[config.mk]
export PLATFORM = sky130hd
export DESIGN_NAME = speed_ramp_generator
export DESIGN_NICKNAME = d
export VERILOG_FILES = /design/src/rtl/srg_pkg.sv /design/src/rtl/srg_divider.sv /design/src/rtl/speed_ramp_generator.sv
export SDC_FILE = /design/constraint.sdc
export NUM_CORES = 1
export LEC_CHECK = 0
export ABC_AREA = 1
export BUFFER_PORTS_ARGS = -buffer_cell sky130_fd_sc_hd__buf_2
export CAP_MARGIN = 0
export CORE_UTILIZATION = 40
export DETAILED_ROUTE_END_ITERATION = 16
export GPL_ROUTABILITY_DRIVEN = 0
export PLACE_DENSITY = 0.64
export SYNTH_ARGS = -nofsm -noshare
export SYNTH_HDL_FRONTEND = slang
export SYNTH_HIERARCHICAL = 1
export SYNTH_SLANG_ARGS = --single-unit
[constraint.sdc]
create_clock -name aclk -period 9.7 [get_ports aclk]
set_input_delay 1.94 -clock aclk [delete_from_list [all_inputs] [get_ports aclk]]
set_output_delay 1.94 -clock aclk [all_outputs]
set_load 0.005 [all_outputs]
[src/rtl/srg_pkg.sv]
// shared types and constants for the speed ramp generator
`timescale 1ns / 1ps
`default_nettype none

package srg_pkg;

    localparam int SPEED_W    = 16;
    localparam int TICK_W     = 16;
    localparam int OP_W       = 2;
    localparam int MODE_W     = 2;
    localparam int NUM_W      = SPEED_W + TICK_W;
    localparam int DIV_STEPS  = SPEED_W;
    localparam int DIV_CNT_W  = $clog2(DIV_STEPS + 1);

    localparam logic [OP_W-1:0] OP_TICK  = 2'd0;
    localparam logic [OP_W-1:0] OP_START = 2'd1;
    localparam logic [OP_W-1:0] OP_STOP  = 2'd2;

    localparam logic [MODE_W-1:0] MODE_IDLE     = 2'd0;
    localparam logic [MODE_W-1:0] MODE_RAMPING  = 2'd1;
    localparam logic [MODE_W-1:0] MODE_AT_SPEED = 2'd2;
    localparam logic [MODE_W-1:0] MODE_STOPPING = 2'd3;

    typedef struct packed {
        logic start;
    } div_ctl_t;

    typedef struct packed {
        logic busy;
        logic done;
    } div_status_t;

endpackage

`default_nettype wire

[src/rtl/srg_divider.sv]
// iterative restoring divider, one quotient bit per cycle
`timescale 1ns / 1ps
`default_nettype none

module srg_divider (
    input  wire logic                          aclk,
    input  wire logic                          aresetn,
    input  wire srg_pkg::div_ctl_t             ctl,
    input  wire logic [srg_pkg::NUM_W-1:0]     dividend,
    input  wire logic [srg_pkg::TICK_W-1:0]    divisor,
    output logic [srg_pkg::SPEED_W-1:0]        quotient,
    output srg_pkg::div_status_t               status
);

    logic [srg_pkg::TICK_W-1:0]    rem_reg, rem_next;
    logic [srg_pkg::SPEED_W-1:0]   shift_reg, shift_next;
    logic [srg_pkg::DIV_CNT_W-1:0] cnt_reg, cnt_next;
    logic                          busy_reg, busy_next;
    logic                          done_reg, done_next;
    logic [srg_pkg::TICK_W:0]      trial;
    logic [srg_pkg::TICK_W-1:0]    trial_diff;
    logic                          ge;

    // caller guarantees the quotient fits, so the high half is below the divisor
    assign trial      = {rem_reg, shift_reg[srg_pkg::SPEED_W-1]};
    // when the trial is not below the divisor the difference fits in TICK_W bits
    assign trial_diff = trial[srg_pkg::TICK_W-1:0] - divisor;
    assign ge         = (trial >= {1'b0, divisor});

    always_comb begin
        rem_next   = rem_reg;
        shift_next = shift_reg;
        cnt_next   = cnt_reg;
        busy_next  = busy_reg;
        done_next  = 1'b0;
        if (ctl.start) begin
            rem_next   = dividend[srg_pkg::NUM_W-1:srg_pkg::SPEED_W];
            shift_next = dividend[srg_pkg::SPEED_W-1:0];
            cnt_next   = srg_pkg::DIV_CNT_W'(srg_pkg::DIV_STEPS);
            busy_next  = 1'b1;
        end else if (busy_reg) begin
            rem_next   = ge ? trial_diff : trial[srg_pkg::TICK_W-1:0];
            shift_next = {shift_reg[srg_pkg::SPEED_W-2:0], ge};
            cnt_next   = cnt_reg - 1'b1;
            if (cnt_reg == srg_pkg::DIV_CNT_W'(1)) begin
                busy_next = 1'b0;
                done_next = 1'b1;
            end
        end
    end

    always_ff @(posedge aclk) begin
        if (!aresetn) begin
            busy_reg <= 1'b0;
            done_reg <= 1'b0;
            cnt_reg  <= '0;
        end else begin
            busy_reg <= busy_next;
            done_reg <= done_next;
            cnt_reg  <= cnt_next;
        end
        rem_reg   <= rem_next;
        shift_reg <= shift_next;
    end

    assign quotient    = shift_reg;
    assign status.busy = busy_reg;
    assign status.done = done_reg;

endmodule

`default_nettype wire

[src/rtl/speed_ramp_generator.sv]
// speed ramp generator top level: command decode, sequencer, shared multiplier
`timescale 1ns / 1ps
`default_nettype none

// Linear motor speed ramp controller.
// Input words on s_*: s_tuser carries the operation (tick, start ramp, stop
// ramp), s_tdata the target speed and the ramp length in ticks.
// Each start or stop command, and each tick while ramping or stopping, gives
// one result word on m_*: commanded speed, target reached flag, motion state.
// Ticks while idle or at speed, and the unused operation code, give nothing.
// A word that needs interpolation runs one shared 16x16 multiplier twice
// (start*length, then slope*elapsed) and then a 16-step iterative divider,
// and the sequencer takes no new word until that result goes to the output
// register. A word that completes a move skips the multiplier and divider and
// goes straight to the output; a word that gives no result leaves it idle.
// s_tready is high only while the sequencer is idle; the result sits in an
// output register, so the next word is taken while a result waits. If the
// receiver stalls, the sequencer holds its finished result until the output
// register is free.
// aresetn (synchronous, active low) clears the state: idle at zero speed.

module speed_ramp_generator (
    input  wire logic        aclk,
    input  wire logic        aresetn,
    input  wire logic        s_tvalid,
    output logic             s_tready,
    input  wire logic [31:0] s_tdata,   // [15:0] target_rpm, [31:16] duration_ticks
    input  wire logic [1:0]  s_tuser,   // [1:0] operation
    output logic             m_tvalid,
    input  wire logic        m_tready,
    output logic [15:0]      m_tdata,   // [15:0] speed_rpm
    output logic [2:0]       m_tuser    // [0] target_reached, [2:1] motion_state
);

    localparam logic [2:0] ST_IDLE      = 3'd0;
    localparam logic [2:0] ST_EVAL      = 3'd1;
    localparam logic [2:0] ST_MUL_BASE  = 3'd2;
    localparam logic [2:0] ST_MUL_STEP  = 3'd3;
    localparam logic [2:0] ST_DIV_START = 3'd4;
    localparam logic [2:0] ST_DIVIDE    = 3'd5;
    localparam logic [2:0] ST_EMIT      = 3'd6;

    logic [2:0]                     state_reg, state_next;
    logic [srg_pkg::MODE_W-1:0]     mode_reg, mode_next;
    logic [srg_pkg::SPEED_W-1:0]    current_reg, current_next;
    logic [srg_pkg::SPEED_W-1:0]    start_reg, start_next;
    logic [srg_pkg::SPEED_W-1:0]    goal_reg, goal_next;
    logic [srg_pkg::TICK_W-1:0]     len_reg, len_next;
    logic [srg_pkg::TICK_W-1:0]     elapsed_reg, elapsed_next;
    logic [srg_pkg::NUM_W-1:0]      acc_reg, acc_next;
    logic                           reached_reg, reached_next;

    logic                           m_valid_reg, m_valid_next;
    logic [srg_pkg::SPEED_W-1:0]    m_speed_reg, m_speed_next;
    logic                           m_reached_reg, m_reached_next;
    logic [srg_pkg::MODE_W-1:0]     m_mode_reg, m_mode_next;

    logic                           in_fire;
    logic [srg_pkg::OP_W-1:0]       op;
    logic [srg_pkg::SPEED_W-1:0]    in_target;
    logic [srg_pkg::TICK_W-1:0]     in_duration;
    logic                           rising;
    logic [srg_pkg::SPEED_W-1:0]    slope_abs;
    logic [srg_pkg::SPEED_W-1:0]    mul_a;
    logic [srg_pkg::TICK_W-1:0]     mul_b;
    logic [srg_pkg::NUM_W-1:0]      product;
    logic                           out_free;

    srg_pkg::div_ctl_t              div_ctl;
    srg_pkg::div_status_t           div_status;
    logic [srg_pkg::SPEED_W-1:0]    div_quotient;

    assign s_tready    = (state_reg == ST_IDLE);
    assign in_fire     = s_tvalid && s_tready;
    assign op          = s_tuser;
    assign in_target   = s_tdata[15:0];
    assign in_duration = s_tdata[31:16];
    assign out_free    = !m_valid_reg || m_tready;

    assign rising    = (goal_reg >= start_reg);
    assign slope_abs = rising ? (goal_reg - start_reg) : (start_reg - goal_reg);

    // one multiplier, shared by the base term and the slope term
    always_comb begin
        if (state_reg == ST_MUL_STEP) begin
            mul_a = slope_abs;
            mul_b = elapsed_reg;
        end else begin
            mul_a = start_reg;
            mul_b = len_reg;
        end
    end
    assign product = mul_a * mul_b;

    assign div_ctl.start = (state_reg == ST_DIV_START);

    srg_divider u_div (
        .aclk     (aclk),
        .aresetn  (aresetn),
        .ctl      (div_ctl),
        .dividend (acc_reg),
        .divisor  (len_reg),
        .quotient (div_quotient),
        .status   (div_status)
    );

    always_comb begin
        state_next     = state_reg;
        mode_next      = mode_reg;
        current_next   = current_reg;
        start_next     = start_reg;
        goal_next      = goal_reg;
        len_next       = len_reg;
        elapsed_next   = elapsed_reg;
        acc_next       = acc_reg;
        reached_next   = reached_reg;
        m_valid_next   = m_valid_reg && !m_tready;
        m_speed_next   = m_speed_reg;
        m_reached_next = m_reached_reg;
        m_mode_next    = m_mode_reg;

        case (state_reg)
            ST_IDLE: begin
                if (in_fire) begin
                    if (op == srg_pkg::OP_START || op == srg_pkg::OP_STOP) begin
                        start_next   = current_reg;
                        goal_next    = (op == srg_pkg::OP_START) ? in_target : '0;
                        len_next     = in_duration;
                        elapsed_next = '0;
                        mode_next    = (op == srg_pkg::OP_START) ? srg_pkg::MODE_RAMPING
                                                                 : srg_pkg::MODE_STOPPING;
                        state_next   = ST_EVAL;
                    end else if (op == srg_pkg::OP_TICK &&
                                 (mode_reg == srg_pkg::MODE_RAMPING ||
                                  mode_reg == srg_pkg::MODE_STOPPING)) begin
                        if (elapsed_reg < len_reg) begin
                            elapsed_next = elapsed_reg + 1'b1;
                        end
                        state_next = ST_EVAL;
                    end
                end
            end
            ST_EVAL: begin
                if (elapsed_reg >= len_reg) begin
                    if (mode_reg == srg_pkg::MODE_RAMPING) begin
                        current_next = goal_reg;
                        mode_next    = srg_pkg::MODE_AT_SPEED;
                        reached_next = 1'b1;
                    end else begin
                        current_next = '0;
                        mode_next    = srg_pkg::MODE_IDLE;
                        reached_next = (current_reg != '0);
                    end
                    state_next = ST_EMIT;
                end else begin
                    state_next = ST_MUL_BASE;
                end
            end
            ST_MUL_BASE: begin
                acc_next   = product;
                state_next = ST_MUL_STEP;
            end
            ST_MUL_STEP: begin
                // numerator stays between start*len and goal*len
                acc_next   = rising ? (acc_reg + product) : (acc_reg - product);
                state_next = ST_DIV_START;
            end
            ST_DIV_START: begin
                state_next = ST_DIVIDE;
            end
            ST_DIVIDE: begin
                if (div_status.done) begin
                    current_next = div_quotient;
                    reached_next = 1'b0;
                    state_next   = ST_EMIT;
                end
            end
            ST_EMIT: begin
                if (out_free) begin
                    m_valid_next   = 1'b1;
                    m_speed_next   = current_reg;
                    m_reached_next = reached_reg;
                    m_mode_next    = mode_reg;
                    state_next     = ST_IDLE;
                end
            end
            default: begin
                state_next = ST_IDLE;
            end
        endcase
    end

    always_ff @(posedge aclk) begin
        if (!aresetn) begin
            state_reg   <= ST_IDLE;
            mode_reg    <= srg_pkg::MODE_IDLE;
            current_reg <= '0;
            start_reg   <= '0;
            goal_reg    <= '0;
            len_reg     <= '0;
            elapsed_reg <= '0;
            m_valid_reg <= 1'b0;
        end else begin
            state_reg   <= state_next;
            mode_reg    <= mode_next;
            current_reg <= current_next;
            start_reg   <= start_next;
            goal_reg    <= goal_next;
            len_reg     <= len_next;
            elapsed_reg <= elapsed_next;
            m_valid_reg <= m_valid_next;
        end
        acc_reg       <= acc_next;
        reached_reg   <= reached_next;
        m_speed_reg   <= m_speed_next;
        m_reached_reg <= m_reached_next;
        m_mode_reg    <= m_mode_next;
    end

    assign m_tvalid = m_valid_reg;
    assign m_tdata  = m_speed_reg;
    assign m_tuser  = {m_mode_reg, m_reached_reg};

    a_div_done_in_divide: assert property (@(posedge aclk) disable iff (!aresetn)
        div_status.done |-> (state_reg == ST_DIVIDE))
        else $error("divider finished outside the divide step");

    a_div_busy_in_divide: assert property (@(posedge aclk) disable iff (!aresetn)
        div_status.busy |-> (state_reg == ST_DIVIDE))
        else $error("divider running outside the divide step");

    a_idle_is_stopped: assert property (@(posedge aclk) disable iff (!aresetn)
        (mode_reg == srg_pkg::MODE_IDLE) |-> (current_reg == '0))
        else $error("idle with nonzero speed");

    a_at_speed_on_goal: assert property (@(posedge aclk) disable iff (!aresetn)
        (mode_reg == srg_pkg::MODE_AT_SPEED) |-> (current_reg == goal_reg))
        else $error("at speed but speed differs from goal");

    a_elapsed_bounded: assert property (@(posedge aclk) disable iff (!aresetn)
        elapsed_reg <= len_reg)
        else $error("elapsed tick count passed the ramp length");

endmodule

`default_nettype wire
### Yosys cells after proc, flatten, opt, wreduce, memory -nomap -nowiden

Index checks and enable logic that the tools add are counted.

* bits in registers: 177
* output and inout port bits: 21
* word-level logic and storage cells: 118

* bitwise logic cells: 2
* multipliers: 1
* add/sub/neg operators: 7
* multiplexer cells: 43
* equal/unequal tests: 17
* reduce and logical (&&, ||, !) cells: 25
* order comparisons: 4

Operators by type and width (count)
* $mux W16: 15
* $pmux W32 S2: 1
* $sub A16 B16 Y16: 3
* $add A32 B32 Y32: 1
* $ge A16 B16 Y1: 2
* $mul A16 B16 Y32: 1
* $mux W32: 1
* $pmux W16 S2: 1
* $sub A32 B32 Y32: 1
* $pmux W3 S7: 1
* $mux W3: 6
* $ge A17 B16 Y1: 1
* $add A16 B1 Y16 const B: 1
* $lt A16 B16 Y1: 1
* $reduce_bool A16 Y1: 1
* $reduce_and A4 Y1: 3
* $reduce_bool A2 Y1: 6
* $mux W2: 5
* $mux W5: 2
* $eq A3 B3 Y1 const B: 3
* $mux W1: 9
* $eq A3 B2 Y1 const B: 2
* $ne A2 B1 Y1 const B: 3
* $reduce_and A3 Y1: 2
* other kinds (18): 27

### Logic depth before layout (Yosys ltp)

Gate-level depths: netlist of run 1.

* depth in word-level cells: 7
* mapped depth: 59

### By module

Netlist of run 1, hierarchy kept.

Modules (own cells, without submodules)
* speed_ramp_generator: instances 1, sequential area each 3283.1 µm², area an instance 19741.4 µm², cells each 2732
* srg_divider: instances 1, sequential area each 1101.1 µm², area an instance 3060.4 µm², cells each 441

### Least setup slack after synthesis of run 1

Ideal clock, no wire load.

* path type: register to register
* start point: register goal_reg[0] (netlist bit)
* end point: register acc_reg[30] (netlist bit) (data pin)
* setup slack: 0.926 ns
* clock period less this slack: 8.774 ns
* data required time: 9.431 ns
* arrival: 8.505 ns
* setup time: 0.269 ns
* cell stages (with the launch flop): 51
* cells stage by stage: dfxtp_1 inv_1 ha_1 inv_1 fa_1 a21boi_2 o21bai_4 nand2_2 nand3_4 inv_2 nand2_1 nand2_1 nor2_1 o21ai_0 o21ai_2 inv_2 nand2_1 fa_1 (+15 left out) inv_1 nand3_1 nand2_1 nand2_1 nor2_1 nand2_1 nor2_4 nand4_2 nand2_1 xor2_1 ha_1 a21o_1 a31oi_1 o31ai_1 a221oi_1 nand3b_1 nand3_1 o21ai_0

* cells in the longest elaborated chain, start to end: 7
* elaborated cells on any way between the ends: 10

RTL lines
* start, declared: RTL line speed_ramp_generator.sv:47 `logic [srg_pkg::SPEED_W-1:0] goal_reg, goal_next;`
* start signal, assigned: RTL line speed_ramp_generator.sv:208 `goal_reg <= goal_next;`
* $sub A16 B16 Y16 / $ge A16 B16 Y1 (equally long branches): RTL line speed_ramp_generator.sv:81, speed_ramp_generator.sv:80
* $mux W16: RTL line speed_ramp_generator.sv:81 `assign slope_abs = rising ? (goal_reg - start_reg) : (start_reg - goal_reg);`
* $mux W16: RTL line speed_ramp_generator.sv:85 `if (state_reg == ST_MUL_STEP) begin`
* $mul A16 B16 Y32: RTL line speed_ramp_generator.sv:93 `assign product = mul_a * mul_b;`
* $sub A32 B32 Y32 / $add A32 B32 Y32 (equally long branches): RTL line speed_ramp_generator.sv:165 `acc_next = rising ? (acc_reg + product) : (acc_reg - product);`
* $mux W32: RTL line speed_ramp_generator.sv:165
* $pmux W32 S2 (*): RTL line speed_ramp_generator.sv:122 `case (state_reg)`
* via acc_next (one bit): RTL line speed_ramp_generator.sv:50 `logic [srg_pkg::NUM_W-1:0] acc_reg, acc_next;`
* end signal, assigned: RTL line speed_ramp_generator.sv:213 `acc_reg <= acc_next;`
* end, declared: RTL line speed_ramp_generator.sv:50

Mark *: on every way through the listed nets, which the timed path passes. The rest lies on a longest branch.
A chain may end at the register's enable or synchronous reset.

### Final worst setup path of run 1

* start point: register start_reg[8] (netlist bit)
* end point: register acc_reg[28] (netlist bit) (data pin)

* cells in the longest elaborated chain, start to end: 7
* elaborated cells on any way between the ends: 10

RTL lines
* start, declared: RTL line speed_ramp_generator.sv:46 `logic [srg_pkg::SPEED_W-1:0] start_reg, start_next;`
* start signal, assigned: RTL line speed_ramp_generator.sv:207 `start_reg <= start_next;`
* $sub A16 B16 Y16 / $ge A16 B16 Y1 (equally long branches): RTL line speed_ramp_generator.sv:81, speed_ramp_generator.sv:80
* $mux W16: RTL line speed_ramp_generator.sv:81
* $mux W16: RTL line speed_ramp_generator.sv:85
* $mul A16 B16 Y32: RTL line speed_ramp_generator.sv:93
* $sub A32 B32 Y32 / $add A32 B32 Y32 (equally long branches): RTL line speed_ramp_generator.sv:165
* $mux W32: RTL line speed_ramp_generator.sv:165
* $pmux W32 S2 (*): RTL line speed_ramp_generator.sv:122
* via acc_next (one bit): RTL line speed_ramp_generator.sv:50

Marks and branches as above.

==> results of run 1 <==
## per-layer routing
metal  vias to the layer above  wire length (um)
met5                         -                 0
met4                         0              1930
met3                       115              4620
met2                       596             31500
met1                      9930             30800
li1                      10300                 -
## power by group
| part | total (mW) | leakage, nW | switching, mW | internal [mW] |
|---|---|---|---|---|
| registers | 1.23 | 1.54 | 0.168 | 1.07 |
| logic | 8.19 | 11.0 | 5.07 | 3.12 |
| clock network | 0.675 | 0.273 | 0.337 | 0.338 |
| total | 10.1 | 12.8 | 5.57 | 4.52 |
## final timing paths
path | startpoint | to | slack [ps] | cells after the start
min | reached_reg$_SDFFCE_PP0P_ | m_reached_reg$_DFFE_PP_ | 440 | 0
max | start_reg[8]$_SDFFE_PN0P_ | acc_reg[28]$_DFFE_PP_ | 270 | 46
min reg2reg | reached_reg$_SDFFCE_PP0P_ | m_reached_reg$_DFFE_PP_ | 440 | 0
max reg2reg | start_reg[8]$_SDFFE_PN0P_ | acc_reg[28]$_DFFE_PP_ | 270 | 46
## per-stage QoR
stage          power [mW]  hold slack, ps  instances
5_1_grt              11.0             449       4062
3_5_place_dp         8.26             418       4001
4_1_cts              9.02             437       4033
6_report             10.1             438       4062
2_1_floorplan        6.29             400       3172
3_3_place_gp         8.27             409       4001
## critical path, delay by kind of cell, from the launching register on
kind / cells / cell delay [ps]
AOI/OAI and AO/OA: 3 / 300
xor gates and xnor gates: 2 / 420
adders and majority gates: 9 / 4070
buffers and inverters: 8 / 770
DFF: 1 / 410
and+or+nand+nor: 24 / 3180
## cell type report
type	count	area (um2)
Fill cell	5813	30300
Multi-Input combinational cell	2287	16500
Inverter	628	2370
Timing Repair inverter	1	6.26
Tap cell	756	946
Clock inverter	13	120
Timing Repair Buffer	181	1280
Sequential cell	177	4390
Clock buffer	19	433
## placed cells by master (no fill, tap or decap), types with 84 or more instances in the layout
| cell type | n |
|---|---|
| a21oi_1 | 179 |
| buf_4 | 111 |
| dfxtp_1 | 88 |
| edfxtp_1 | 84 |
| fa_1 | 190 |
| ha_1 | 175 |
| inv_1 | 601 |
| nand2_1 | 740 |
| nand3_1 | 143 |
| nor2_1 | 191 |
| o21ai_0 | 139 |
## timing repair
| item | 4_1_cts | 5_1_grt |
|---|---|---|
| pin swaps | 0 | 75 |
| setup endpoints to repair | 7 | 18 |
| gates cloned | 0 | 2 |
| resized for setup | 5 | 223 |
| setup buffers | 0 | 27 |
==> flow_metrics.env, run 1 <==
export IMPL_die_area_um2=57900
export IMPL_cp_max_fo=8
export IMPL_antenna_found_initial=0
export IMPL_finalHoldViolCount=0
export IMPL_finalSetupTns_ps=0
export IMPL_dp_hpwl_mm=56.3
export IMPL_crit_required_ps=9930
export IMPL_cts_sinks=177
export IMPL_placed_area_um2=24400
export IMPL_pre_cts_ws_ps=-83.5
export IMPL_powerDensity_nw_per_um2=387
export IMPL_tightest_slew_ps=971
export IMPL_status="finished clean"
export IMPL_drt_pass1_iter_count=7
export IMPL_grt_max_degree=67
export IMPL_yosysWarnings=6
export IMPL_drv_slew=0
export IMPL_cp_end_kind="flip-flop"
export IMPL_synthCells=3172
export IMPL_met3_usage=0.0447
export IMPL_period_minus_slack_ps=9430
export IMPL_hold_path_class="flip-flop to flip-flop"
export IMPL_finalNetCount=3736
export IMPL_finalSetupViolations=0
export IMPL_die_w_um=241
export IMPL_largest_reg_flops=32
export IMPL_synth_nets=3615
export IMPL_clock_skew_ps=37.5
export IMPL_core_area_um2=56400
export IMPL_wl_mm=68.9
export IMPL_max_freq_mhz=106
export IMPL_ioPinCount=59
export IMPL_drv_cap=0
export IMPL_cts_buffers_inserted=17
export IMPL_vias=20900
export IMPL_busiest_layer="met2"
export IMPL_fp_row_count=87
export IMPL_fin_area_um2=26100
export IMPL_layout_drive_gt1_share=0.148
export IMPL_htree_levels=4
export IMPL_portBuffers=58
export IMPL_use_met1=0.324
export IMPL_p_leak_nw=12.8
export IMPL_cp_arrival_ps=9660
export IMPL_areaGrowthSynthToFinish_pct=14.4
export IMPL_gr_usage_met2=0.393
export IMPL_critical_path_class="flip-flop to flip-flop"
export IMPL_start_util=0.404
export IMPL_netlist_area_um2=22800
export IMPL_overflow=0
export IMPL_dieHeight_um=241
export IMPL_grt_pass1_wl_mm=108
export IMPL_dr_first_iter_drc_count=1516
export IMPL_cts_hold_buf=0
export IMPL_clock_latency_ps=480
export IMPL_startpoint_type="flip-flop"
export IMPL_viasPerCell=5.14
export IMPL_ir_drop_uv=415
export IMPL_layout_setup_ws_ps=274
export IMPL_wl_per_cell_um=17.0
export IMPL_cpPeakStageDelay_ps=630
export IMPL_cts_tree="done"
export IMPL_grt_pass1_vias=20400
export IMPL_fin_util=0.463
export IMPL_grt_usage=0.241
export IMPL_syn_area_per_cell_um2=7.19
export IMPL_n_antenna_cell=0
export IMPL_postRouteAntennaNets=0
export IMPL_period_share=0.972
export IMPL_cpMaxStageDelayCell="fa_1"
export IMPL_clkTransAtPathRegs_ps=80
export IMPL_cts_root_buf="clkbuf_16"
export IMPL_route_detailed_drc=0
export IMPL_timing_slew_headroom=0.351
export IMPL_cts_max_path_buffers=2
No activity file was read; power rests on OpenSTA's default activity.
==> inputs of run 2 (changes only) <==
--- a/config.mk
+++ b/config.mk
@@ -8,10 +8,13 @@
 export ABC_AREA = 1
 export BUFFER_PORTS_ARGS = -buffer_cell sky130_fd_sc_hd__buf_2
 export CAP_MARGIN = 0
+export CELL_PAD_IN_SITES_DETAIL_PLACEMENT = 0
+export CELL_PAD_IN_SITES_GLOBAL_PLACEMENT = 1
 export CORE_UTILIZATION = 40
 export DETAILED_ROUTE_END_ITERATION = 16
 export GPL_ROUTABILITY_DRIVEN = 0
-export PLACE_DENSITY = 0.64
+export GPL_TIMING_DRIVEN = 0
+export PLACE_DENSITY = 0.8
 export SYNTH_ARGS = -nofsm -noshare
 export SYNTH_HDL_FRONTEND = slang
 export SYNTH_HIERARCHICAL = 1
==> flow_metrics.env, run 2 (same netlist as run 1, synthesis figures left out) <==
export IMPL_cpMaxStageDelayCell="fa_1"
export IMPL_core_area_um2=56400
export IMPL_grt_max_degree=34
export IMPL_pre_cts_ws_ps=-1110
export IMPL_portBuffers=58
export IMPL_p_sw_mw=5.91
export IMPL_overflow=0
export IMPL_layout_setup_ws_ps=182
export IMPL_n_antenna_cell=0
export IMPL_viasPerCell=5.18
export IMPL_wl_per_cell_um=18.4
export IMPL_areaGrowthSynthToFinish_pct=18.6
export IMPL_multi_input_area_um2=17100
export IMPL_cts_buffers_inserted=17
export IMPL_layout_drive_gt1_share=0.186
export IMPL_start_util=0.404
export IMPL_grt_pass1_wl_mm=118
export IMPL_grt_usage=0.266
export IMPL_drv_slew=0
export IMPL_cts_hold_buf=0
export IMPL_cpPeakStageDelay_ps=570
export IMPL_p_sw_frac=0.559
export IMPL_dieHeight_um=241
export IMPL_cts_tree="done"
export IMPL_finalHoldViolCount=0
export IMPL_cp_end_kind="flip-flop"
export IMPL_critical_path_most_common_cell="buf_4"
export IMPL_p_leak_nw=13.1
export IMPL_vias=21300
export IMPL_period_share=0.981
export IMPL_clock_latency_ps=480
export IMPL_cts_root_buf="clkbuf_16"
export IMPL_max_freq_mhz=105
export IMPL_finalSetupViolations=0
export IMPL_comb_power_share=0.814
export IMPL_largest_reg_flops=32
export IMPL_route_detailed_drc=0
export IMPL_period_minus_slack_ps=9520
export IMPL_drv_cap=0
export IMPL_dr_first_iter_drc_count=1765
export IMPL_grt_pass1_vias=21100
export IMPL_clock_skew_ps=39.4
export IMPL_status="finished clean"
export IMPL_timing_slew_headroom=0.372
export IMPL_fillers=5866
export IMPL_fin_util=0.479
export IMPL_postRouteAntennaNets=0
export IMPL_die_w_um=241
export IMPL_clock_power_share=0.069
export IMPL_register_area_um2=4410
export IMPL_startpoint_type="flip-flop"
export IMPL_powerDensity_nw_per_um2=392
export IMPL_cell_internal_pwr_mw=4.67
export IMPL_drt_pass1_iter_count=5
export IMPL_hold_path_class="flip-flop to flip-flop"
export IMPL_cp_max_fo=8
export IMPL_layout_commonest_cell="nand2_1"
export IMPL_ioPinCount=59
export IMPL_cts_sinks=177
export IMPL_clkTransAtPathRegs_ps=80
export IMPL_grt_setup_unrepaired="true"
export IMPL_die_area_um2=57900
export IMPL_dp_hpwl_mm=62.4
export IMPL_finalNetCount=3788
export IMPL_finalSetupTns_ps=0
export IMPL_crit_required_ps=9920
export IMPL_fin_hold_ws_ps=449
export IMPL_layout_common_cells="690 x nand2_1, 574 x inv_1, 189 x nor2_1, 181 x fa_1, 175 x a21oi_1"
export IMPL_ir_drop_uv=591
export IMPL_critical_path_class="flip-flop to flip-flop"
export IMPL_wl_mm=75.7
export IMPL_cts_max_path_buffers=2
export IMPL_fp_row_count=87
export IMPL_cp_arrival_ps=9740
export IMPL_antenna_found_initial=0
export IMPL_htree_levels=4
export IMPL_pwr_share_seq=0.117
export IMPL_tightest_slew_ps=938
-- run 2: path summary, 6_finish.rpt --
path | startpoint | end | slack (ps) | cells past startpoint
max reg2reg | goal_reg[0]$_SDFFE_PN0P_ | acc_reg[31]$_DFFE_PP_ | 180 | 57
min | reached_reg$_SDFFCE_PP0P_ | m_reached_reg$_DFFE_PP_ | 450 | 0
max | goal_reg[0]$_SDFFE_PN0P_ | acc_reg[31]$_DFFE_PP_ | 180 | 57
min reg2reg | reached_reg$_SDFFCE_PP0P_ | m_reached_reg$_DFFE_PP_ | 450 | 0
-- run 2: metal layers --
metal  share of wire  GRT usage  up-vias
met2            0.47      0.443      680
met1            0.43      0.353    10100
met5               0          0        -
li1                -          -    10400
met3           0.071     0.0448      129
met4           0.029     0.0809        0
-- run 2: cell type report --
type	count	area share
Tap cell	756	0.0350
Multi-Input combinational cell	2287	0.634
Clock inverter	15	0.00690
Timing Repair Buffer	156	0.0400
Clock buffer	17	0.0157
Buffer	78	0.0161
Sequential cell	177	0.163
Inverter	628	0.0889
-- run 2: what timing repair did --
item	4_1_cts	5_1_grt
pin swaps	19	155
gates resized for setup	116	320
cloned	0	1
setup buffers	30	66
endpoints found under the setup margin	16	17
-- run 2: worst max-delay path, delay by kind of cell (launching register included) --
| kind | cells | cell delay (ps) |
|---|---|---|
| AOI/OAI and AO/OA | 5 | 610 |
| xor gates and xnor gates | 1 | 140 |
| adders and majority gates | 10 | 4210 |
| buffers and inverters | 17 | 1630 |
| DFF | 1 | 340 |
| and+or+nand+nor | 24 | 2300 |
-- run 2: stage by stage --
stage | std cells | power (mW) | instance area, um2
after global placement | 3986 | 8.14 | 24000
after CTS | 4050 | 9.32 | 25400
after floorplan | 3172 | 6.29 | 22800
final | 4114 | 10.6 | 27000
after detailed placement | 3989 | 8.15 | 24100
after global routing | 4114 | 11.5 | 27000
-- run 2: power by group through the flow --
stage	clock network [mW]	registers [mW]	logic (mW)
floorplan	0	1.16	5.13
global placement	0	1.24	6.90
detailed placement	0	1.24	6.92
CTS	0.745	1.23	7.35
global route	0.773	1.25	9.45
finish	0.732	1.24	8.62
==> inputs of run 3 (changes only) <==
--- a/config.mk
+++ b/config.mk
@@ -11,10 +11,12 @@
 export CELL_PAD_IN_SITES_DETAIL_PLACEMENT = 0
 export CELL_PAD_IN_SITES_GLOBAL_PLACEMENT = 1
 export CORE_UTILIZATION = 40
+export CTS_BUF_LIST = sky130_fd_sc_hd__clkbuf_8
+export CTS_CLUSTER_SIZE = 40
 export DETAILED_ROUTE_END_ITERATION = 16
 export GPL_ROUTABILITY_DRIVEN = 0
 export GPL_TIMING_DRIVEN = 0
-export PLACE_DENSITY = 0.8
+export PLACE_DENSITY = 0.74
 export SYNTH_ARGS = -nofsm -noshare
 export SYNTH_HDL_FRONTEND = slang
 export SYNTH_HIERARCHICAL = 1
==> flow_metrics.env, run 3 (same netlist as run 1, synthesis figures left out) <==
export IMPL_status="finished clean"
export IMPL_drv_slew=0
export IMPL_reg2regPathDepth=51
export IMPL_cts_hold_buf=0
export IMPL_cts_buffers_inserted=17
export IMPL_startpoint_type="flip-flop"
export IMPL_cpPeakStageDelay_ps=580
export IMPL_crit_required_ps=9960
export IMPL_critical_path_class="flip-flop to flip-flop"
export IMPL_clock_latency_ps=510
export IMPL_grt_pass1_vias=21400
export IMPL_largest_reg_flops=32
export IMPL_critical_path_most_common_cell="nand2_1"
export IMPL_viasPerCell=5.33
export IMPL_fin_util=0.478
export IMPL_start_util=0.404
export IMPL_placed_area_um2=24100
export IMPL_grt_setup_unrepaired="true"
export IMPL_max_freq_mhz=106
export IMPL_r2r_slack_ps=250
export IMPL_finalHoldViolCount=0
export IMPL_ioPinCount=59
export IMPL_pre_cts_ws_ps=-987
export IMPL_r2r_end="acc_reg[29]$_DFFE_PP_"
export IMPL_finalSetupTns_ps=0
export IMPL_fillers=5767
export IMPL_antenna_found_initial=0
export IMPL_wl_per_cell_um=19.4
export IMPL_layout_common_cells="704 x nand2_1, 572 x inv_1, 183 x nor2_1, 180 x fa_1, 175 x a21oi_1"
export IMPL_cts_max_path_buffers=2
export IMPL_grt_pass1_wl_mm=121
export IMPL_postRouteAntennaNets=0
export IMPL_die_w_um=241
export IMPL_wl_mm=79.7
export IMPL_grt_max_degree=31
export IMPL_dr_first_iter_drc_count=1800
export IMPL_layout_commonest_cell="nand2_1"
export IMPL_worstReg2RegStart="goal_reg[0]$_SDFFE_PN0P_"
export IMPL_drv_cap=0
export IMPL_finalNetCount=3782
export IMPL_period_share=0.974
export IMPL_fp_row_count=87
export IMPL_holdCritStartpoint="reached_reg$_SDFFCE_PP0P_"
export IMPL_cts_tree="done"
export IMPL_cp_arrival_ps=9710
export IMPL_cpMaxStageDelayCell="fa_2"
export IMPL_tightest_slew_ps=886
export IMPL_n_antenna_cell=0
export IMPL_hold_path_class="flip-flop to flip-flop"
export IMPL_overflow=0
export IMPL_holdPathEnd="m_reached_reg$_DFFE_PP_"
export IMPL_layout_drive_gt1_share=0.188
export IMPL_route_detailed_drc=0
export IMPL_dp_hpwl_mm=65.0
export IMPL_htree_levels=4
export IMPL_cp_max_fo=6
export IMPL_clkTransAtPathRegs_ps=120
export IMPL_fin_area_um2=26900
export IMPL_clock_skew_ps=29.8
export IMPL_cts_sinks=177
export IMPL_core_area_um2=56400
export IMPL_dieHeight_um=241
export IMPL_holdPathStages=0
export IMPL_vias=21900
export IMPL_period_minus_slack_ps=9450
export IMPL_drt_pass1_iter_count=7
export IMPL_areaGrowthSynthToFinish_pct=18.2
export IMPL_portBuffers=58
export IMPL_die_area_um2=57900
export IMPL_cts_root_buf="clkbuf_8"
export IMPL_finalSetupViolations=0
export IMPL_grt_usage=0.276
export IMPL_timing_slew_headroom=0.405
export IMPL_layout_setup_ws_ps=251
export IMPL_cp_end_kind="flip-flop"
[run 3: how the worst max path moves through the flow]
stage / start / endpoint
floorplan: goal_reg[0]$_SDFFE_PN0P_ / acc_reg[30]$_DFFE_PP_
global placement: start_reg[9]$_SDFFE_PN0P_ / acc_reg[31]$_DFFE_PP_
detailed placement: start_reg[9]$_SDFFE_PN0P_ / acc_reg[31]$_DFFE_PP_
CTS: start_reg[3]$_SDFFE_PN0P_ / acc_reg[29]$_DFFE_PP_
global route: start_reg[12]$_SDFFE_PN0P_ / acc_reg[29]$_DFFE_PP_
finish: goal_reg[0]$_SDFFE_PN0P_ / acc_reg[29]$_DFFE_PP_
[run 3: cell type report]
class / count / area, um2 / area share
multi-input combinational: 2287 / 17200 / 0.639
clock buffer: 17 / 234 / 0.00869
timing repair buffer: 149 / 1100 / 0.0407
clock inverter: 15 / 180 / 0.00669
tap: 756 / 946 / 0.0351
inverter: 628 / 2400 / 0.0891
buffer: 79 / 448 / 0.0166
sequential: 177 / 4420 / 0.164
[run 3: layer usage]
layer	wire (um)	global-route usage	vias up
met5	0	0	-
met4	2530	0.0886	0
met3	5500	0.0398	166
met2	37000	0.451	765
met1	34700	0.374	10600
li1	-	-	10400
[run 3: through the flow]
stage / cells / hold slack (ps)
3_5_place_dp: 3990 / 407
5_1_grt: 4108 / 436
6_report: 4108 / 432
2_1_floorplan: 3172 / 400
4_1_cts: 4042 / 432
3_3_place_gp: 3986 / 405
[run 3: worst max-delay path, delay by kind of cell (launching register included)]
kind | cells | cell delay, ps
XOR/XNOR | 2 | 330
adder cells (fa/ha/maj) | 10 | 4330
AND/OR/NAND/NOR | 21 | 2140
buffers and inverters | 11 | 970
AO/OA/AOI/OAI | 7 | 1050
flip-flops | 1 | 370
[run 3: repair_timing]
action / CTS / global route
endpoints found under the setup margin: 17 / 19
cloned: 0 / 2
pin swaps: 17 / 137
gates resized for setup: 121 / 351
setup buffers: 21 / 64
Power of run 3 is not shown: default switching activity piles up to over one toggle a cycle in this logic, so the estimate is an artifact.
